==> src/rtl/hbd_pkg.sv <==
// package for the hdlc byte deframer with crc-16 check
// holds the transaction payload structs, framing constants and the crc byte fold
// no dependencies
package hbd_pkg;

  localparam int unsigned IdxW = 6;

  localparam logic       ActByte    = 1'b0;
  localparam logic       ActRestart = 1'b1;

  localparam logic [7:0]  FlagByte = 8'h7E;
  localparam logic [7:0]  EscByte  = 8'h7D;
  localparam logic [7:0]  EscXor   = 8'h20;
  localparam logic [15:0] CrcPoly  = 16'h1021;

  typedef struct packed {
    logic       action;
    logic [7:0] rx_byte;
  } in_t;

  typedef struct packed {
    logic            byte_stored;
    logic [7:0]      byte_value;
    logic [IdxW-1:0] byte_index;
    logic            frame_done;
    logic            frame_good;
  } out_t;

  // msb-first crc-16 update over one byte, bit steps unrolled
  function automatic logic [15:0] crc_fold(input logic [15:0] crc, input logic [7:0] b);
    logic [15:0] c;
    c = crc ^ {b, 8'h00};
    for (int i = 0; i < 8; i++) begin
      if (c[15]) begin
        c = {c[14:0], 1'b0} ^ CrcPoly;
      end else begin
        c = {c[14:0], 1'b0};
      end
    end
    return c;
  endfunction

endpackage

==> src/rtl/hdlc_byte_deframer_crc_check.sv <==
// each result is registered into the result register, or into the skid entry behind it
// throughput: one byte per cycle while the skid entry is empty; the crc fold and flag decode sit in one stage
// a two-entry output buffer (result register plus skid) keeps input flowing
// into a downstream stall until the skid entry fills; input ready drops only while the skid entry is full
// reset (async, active low) clears frame state, crc, byte history and both output entries
//
// top level of the hdlc byte deframer with crc-16 check
// depends on hbd_pkg
module hdlc_byte_deframer_crc_check
  import hbd_pkg::*;
#(
  parameter int unsigned MAX_BYTES = 64
) (
  input  logic clk_i,
  input  logic rst_ni,
  input  logic in_valid_i,
  output logic in_ready_o,
  input  in_t  in_data_i,
  output logic out_valid_o,
  input  logic out_ready_i,
  output out_t out_data_o
);

  // count holds 0 .. MAX_BYTES-1; one extra bit for the post-increment compare
  localparam int unsigned CntW  = $clog2(MAX_BYTES);
  localparam int unsigned WideW = CntW + IdxW;

  // frame state
  logic [CntW-1:0] cnt_q, cnt_d;
  logic            open_q, open_d;
  logic            esc_q, esc_d;
  logic            over_q, over_d;
  logic            good_q, good_d;
  logic [15:0]     crc_q, crc_d;
  logic [7:0]      last_q, last_d;
  logic [7:0]      second_q, second_d;

  // output buffer
  logic out_valid_q;
  out_t out_q;
  logic skid_valid_q;
  out_t skid_q;

  logic accept;
  logic drain;
  out_t res;

  logic [CntW:0]    cnt_inc;
  logic [WideW-1:0] cnt_wide;
  logic [7:0]       data_val;

  assign in_ready_o  = !skid_valid_q;
  assign accept      = in_valid_i && in_ready_o;
  assign drain       = out_valid_q && out_ready_i;
  assign out_valid_o = out_valid_q;
  assign out_data_o  = out_q;

  assign cnt_inc  = {1'b0, cnt_q} + (CntW+1)'(1);
  assign cnt_wide = WideW'(cnt_q);
  // unescape with the pending escape, if any
  assign data_val = esc_q ? (in_data_i.rx_byte ^ EscXor) : in_data_i.rx_byte;

  // one-pass deframe step for the byte at the input
  always_comb begin
    cnt_d    = cnt_q;
    open_d   = open_q;
    esc_d    = esc_q;
    over_d   = over_q;
    good_d   = good_q;
    crc_d    = crc_q;
    last_d   = last_q;
    second_d = second_q;
    res      = '0;

    if (in_data_i.action == ActRestart) begin
      // restart clears everything
      cnt_d    = '0;
      open_d   = 1'b0;
      esc_d    = 1'b0;
      over_d   = 1'b0;
      good_d   = 1'b0;
      crc_d    = '0;
      last_d   = '0;
      second_d = '0;
    end else if (!over_q) begin
      if (in_data_i.rx_byte == FlagByte) begin
        if (cnt_q == '0) begin
          open_d = 1'b1;
        end else begin
          // closing flag: crc trails by two bytes, those two carry the crc low first
          over_d         = 1'b1;
          res.frame_done = 1'b1;
          good_d         = (cnt_q >= CntW'(2)) && (crc_q == {last_q, second_q});
        end
      end else if (in_data_i.rx_byte == EscByte) begin
        esc_d = 1'b1;
      end else if (open_q) begin
        esc_d           = 1'b0;
        res.byte_stored = 1'b1;
        res.byte_value  = data_val;
        res.byte_index  = cnt_wide[IdxW-1:0];
        if (cnt_q >= CntW'(2)) begin
          crc_d = crc_fold(crc_q, second_q);
        end
        second_d = last_q;
        last_d   = data_val;
        cnt_d    = cnt_inc[CntW-1:0];
        // buffer full: wrap and restart the frame body, frame stays open
        if (cnt_inc == (CntW+1)'(MAX_BYTES)) begin
          cnt_d    = '0;
          esc_d    = 1'b0;
          crc_d    = '0;
          last_d   = '0;
          second_d = '0;
        end
      end
    end
    res.frame_good = good_d;
  end

  // frame state registers
  always_ff @(posedge clk_i or negedge rst_ni) begin
    if (!rst_ni) begin
      cnt_q    <= '0;
      open_q   <= 1'b0;
      esc_q    <= 1'b0;
      over_q   <= 1'b0;
      good_q   <= 1'b0;
      crc_q    <= '0;
      last_q   <= '0;
      second_q <= '0;
    end else if (accept) begin
      cnt_q    <= cnt_d;
      open_q   <= open_d;
      esc_q    <= esc_d;
      over_q   <= over_d;
      good_q   <= good_d;
      crc_q    <= crc_d;
      last_q   <= last_d;
      second_q <= second_d;
    end
  end

  // result register with skid entry behind it
  always_ff @(posedge clk_i or negedge rst_ni) begin
    if (!rst_ni) begin
      out_valid_q  <= 1'b0;
      out_q        <= '0;
      skid_valid_q <= 1'b0;
      skid_q       <= '0;
    end else begin
      if (drain) begin
        if (skid_valid_q) begin
          // no accept possible here, ready is low while skid is full
          out_q        <= skid_q;
          skid_valid_q <= 1'b0;
        end else begin
          out_valid_q <= accept;
          if (accept) begin
            out_q <= res;
          end
        end
      end else if (accept) begin
        if (out_valid_q) begin
          skid_q       <= res;
          skid_valid_q <= 1'b1;
        end else begin
          out_q       <= res;
          out_valid_q <= 1'b1;
        end
      end
    end
  end

  // skid entry only fills behind a waiting result
  a_skid_behind_out: assert property (@(posedge clk_i) disable iff (!rst_ni)
    skid_valid_q |-> out_valid_q)
    else $error("skid entry holds a transaction with no result in front");

  // a closed frame must have been opened by a flag
  a_over_needs_open: assert property (@(posedge clk_i) disable iff (!rst_ni)
    over_q |-> open_q)
    else $error("frame closed without being opened");

  // bytes are only counted inside an open frame
  a_count_needs_open: assert property (@(posedge clk_i) disable iff (!rst_ni)
    (cnt_q != '0) |-> open_q)
    else $error("byte count nonzero outside a frame");

  // restart leaves the receiver empty
  a_restart_clears: assert property (@(posedge clk_i) disable iff (!rst_ni)
    (accept && in_data_i.action == ActRestart) |=>
      (cnt_q == '0) && !open_q && !over_q && !good_q && (crc_q == '0))
    else $error("restart left frame state behind");

endmodule

==> config.mk <==
export PLATFORM = sky130hd
export DESIGN_NAME = hdlc_byte_deframer_crc_check
export DESIGN_NICKNAME = d
export VERILOG_FILES = /design/src/rtl/hbd_pkg.sv /design/src/rtl/hdlc_byte_deframer_crc_check.sv
export SDC_FILE = /design/constraint.sdc
export NUM_CORES = 1
export LEC_CHECK = 0
export BUFFER_PORTS_ARGS = -buffer_cell sky130_fd_sc_hd__buf_2
export CAP_MARGIN = 20
export CORE_MARGIN = 1
export CORE_UTILIZATION = 35
export DETAILED_ROUTE_END_ITERATION = 7
export GPL_TIMING_DRIVEN = 0
export PLACE_DENSITY = 0.63
export SLEW_MARGIN = 15
export SYNTH_ARGS = -nofsm -noshare
export SYNTH_HDL_FRONTEND = slang
export SYNTH_SLANG_ARGS = --single-unit
==> constraint.sdc <==
create_clock -name clk_i -period 2.9 [get_ports clk_i]
set_input_delay 0.58 -clock clk_i [delete_from_list [all_inputs] [get_ports clk_i]]
set_output_delay 0.58 -clock clk_i [all_outputs]
set_load 0.01 [all_outputs]
==> results.json <==
{
  "outcome": "complete, no violations",
  "multi_input_area_um2": 1760,
  "crit_start": "cnt_q[1]",
  "fin_skew_ns": 0.00924,
  "core_area_um2": 10500,
  "synth_cell_types": 47,
  "fin_nets": 435,
  "synth-seq-area-share_pct": 50.7,
  "tightestPinTransition_ns": 0.570,
  "setup_viol": 0,
  "ys_seq_elements": 78,
  "antenna_found_initial": 0,
  "r2r_start": "cnt_q[1]",
  "rr_worst_depth": 8,
  "ir_drop_mv": 0.202,
  "finalMaxSlewViolations": 0,
  "clk_pin_slew_ns": 0.08,
  "diodes": 0,
  "r2r-end": "crc_q[9]",
  "htreeDepth": 3,
  "cts_tree": "yes",
  "dpl_cell_area_um2": 4190,
  "worstPathRequired_ns": 3.18,
  "hold_buffers": 0,
  "synthTopCellsByArea": "dfrtp_1, a22o_1, nand2_1",
  "cts_root_buf": "clkbuf_8",
  "worstSetupStartpointType": "flip-flop",
  "grt-ovfl-total": 0,
  "endpoint_kind": "flip-flop",
  "syn_nets": 393,
  "synth.avg_cell_area_um2": 10.2,
  "die_h_um": 107,
  "drive_gt1_share_pct": 15.8,
  "place_congestion": 0.800,
  "p_leak_nw": 2.13,
  "clk_latency_ns": 0.35,
  "powerDensity_nw_per_um2": 544,
  "synth_edf_count": 0,
  "drt_iter0_drc": 168,
  "synth_common_cells": "dfrtp_1, nand2_1, o21ai_0, a22o_1, xor2_1",
  "hold_viol_final": 0,
  "fp-row-count": 37,
  "synth_top_area_share_pct": 50.7,
  "yosysMostFrequentCell": "dfrtp_1",
  "grt_pass1_wl_um": 14900,
  "rsz0062_at_grt": "false",
  "grt_pass1_vias": 2830,
  "ant_nets": 0,
  "postCtsSetupBuffers": 0,
  "fmax_ghz": 0.447,
  "fin_area_um2": 4370,
  "nFillCells": 1021,
  "syn_area_um2": 3850,
  "seq_area_um2": 1950,
  "vias_per_cell": 5.25,
  "critical_path_class": "reg2reg",
  "syn_to_final_growth_pct": 13.5,
  "dr.pass1.iters": 4,
  "drc": 0,
  "cts.sinks": 78,
  "crit_path_end": "crc_q[9]",
  "cts_buffers": 9,
  "die_w_um": 107,
  "finalWirelength_um": 8860,
  "finalSetupTns_ns": 0,
  "grtUsageTotal_pct": 16.9,
  "finalCritPeriodShare_pct": 77.1,
  "max_slew_margin_pct": 61.5,
  "clock_path_buffers": 2,
  "critPathMaxFanout": 10,
  "start_util_pct": 36.6,
  "grt_max_degree": 44,
  "hold_class": "in2async",
  "rrSetupSlack_ns": 0.66,
  "ys.flop_type": "dfrtp_1",
  "cap_violations": 0,
  "routedWlPerCell_um": 15.8,
  "io_pins": 32,
  "crit_arrival_ns": 2.52,
  "netlist_instances": 377,
  "synthArstFlopShare_pct": 100,
  "yosysWarnings": 0,
  "hpwlAfterDp_um": 6510,
  "cts_resized": 0,
  "io_buffers": 30,
  "vias": 2939,
  "synth_top_area_cell": "dfrtp_1",
  "fin_crit_ns": 2.24,
  "die_area_um2": 11400
}
final cells by class:
type	instances	share of cell area [%]
Timing Repair Buffer	31	3.96
Sequential cell	78	44.7
Tap cell	136	3.90
Clock inverter	5	0.803
Inverter	7	0.602
Buffer	20	2.58
Multi-Input combinational cell	272	40.2
Clock buffer	11	3.24
state kept, by name (all words and copies together) (netlist names):
name / count
over_q: 1
out_valid_o: 1
last_q: 8
skid_q: 17
out_data_o: 17
esc_q: 1
crc_q: 16
good_q: 1
skid_valid_q: 1
cnt_q: 6
second_q: 8
open_q: 1
worst max-delay path: stages (launching register included):
cell	delay (ns)
dfrtp_1	0.53
ha_1	0.30
and3_1	0.17
a31oi_1	0.35
o211a_1	0.23
buf_6	0.14
nor2b_4	0.16
buf_6	0.15
a22o_1	0.14
metal layers:
metal	share of wire, %	global-route usage, %	up-vias
li1	-	-	1419
met1	50	23.9	1451
met2	45	25.8	59
met3	3.5	3.71	10
met4	1.4	5.38	0
met5	0	0	-
cells in the final DEF (no fill, tap or decap), types with 3 or more instances in the layout:
cell / instances
ha_1: 3
and3_1: 16
nand2_1: 55
buf_6: 4
xnor2_1: 20
xor2_1: 22
nor2_1: 14
nand3_1: 7
clkinvlp_4: 4
nand4_1: 4
a21oi_1: 21
a22o_1: 26
dfrtp_1: 78
nand2b_1: 3
clkbuf_1: 10
o2bb2ai_1: 5
nor4_1: 6
o21ai_0: 40
a31oi_1: 3
inv_1: 6
buf_2: 35
clkbuf_8: 10
through the flow:
stage	total power [W]	hold slack, ns	util [%]	std cells	setup WS [ns]
3_5_place_dp	0.00165	0.465	39.9	544	0.448
2_1_floorplan	0.00148	0.284	-	377	0.924
4_1_cts	0.00240	0.189	41.5	560	0.678
5_1_grt	0.00250	0.210	41.5	560	0.543
6_report	0.00237	0.182	41.5	560	0.665
3_3_place_gp	0.00164	0.458	39.6	543	0.487
where the power goes:
group / internal, W / total (W) / leakage (nW) / switching (W)
logic: 0.000133 / 0.000447 / 0.974 / 0.000314
registers: 0.00113 / 0.00119 / 1.08 / 0.0000503
clock network: 0.000333 / 0.000742 / 0.0776 / 0.000409
total: 0.00160 / 0.00237 / 2.13 / 0.000774
worst min-delay path by stage:
stage / to / startpoint / slack (ns)
after global placement: out_data_o[14] / out_data_o[14] / 0.46
final: crc_q[4] / rst_ni / 0.18
after floorplan: cnt_q[0] / rst_ni / 0.28
after CTS: last_q[1] / rst_ni / 0.19
after detailed placement: out_data_o[12] / out_data_o[12] / 0.46
after global routing: good_q / rst_ni / 0.21
cell families (layout without fill, tap and decap cells):
logic type | count (synthesis) | after routing | share of synthesized area, %
compound gates | 108 | 108 | 19.0
xor+xnor | 42 | 42 | 9.56
fa+ha+maj | 3 | 3 | 0.976
buf+inv | 27 | 74 | 3.61
flops | 78 | 78 | 50.7
mux | 2 | 2 | 0.553
simple gates | 117 | 117 | 15.5
Power figures use the tool's default switching activity.
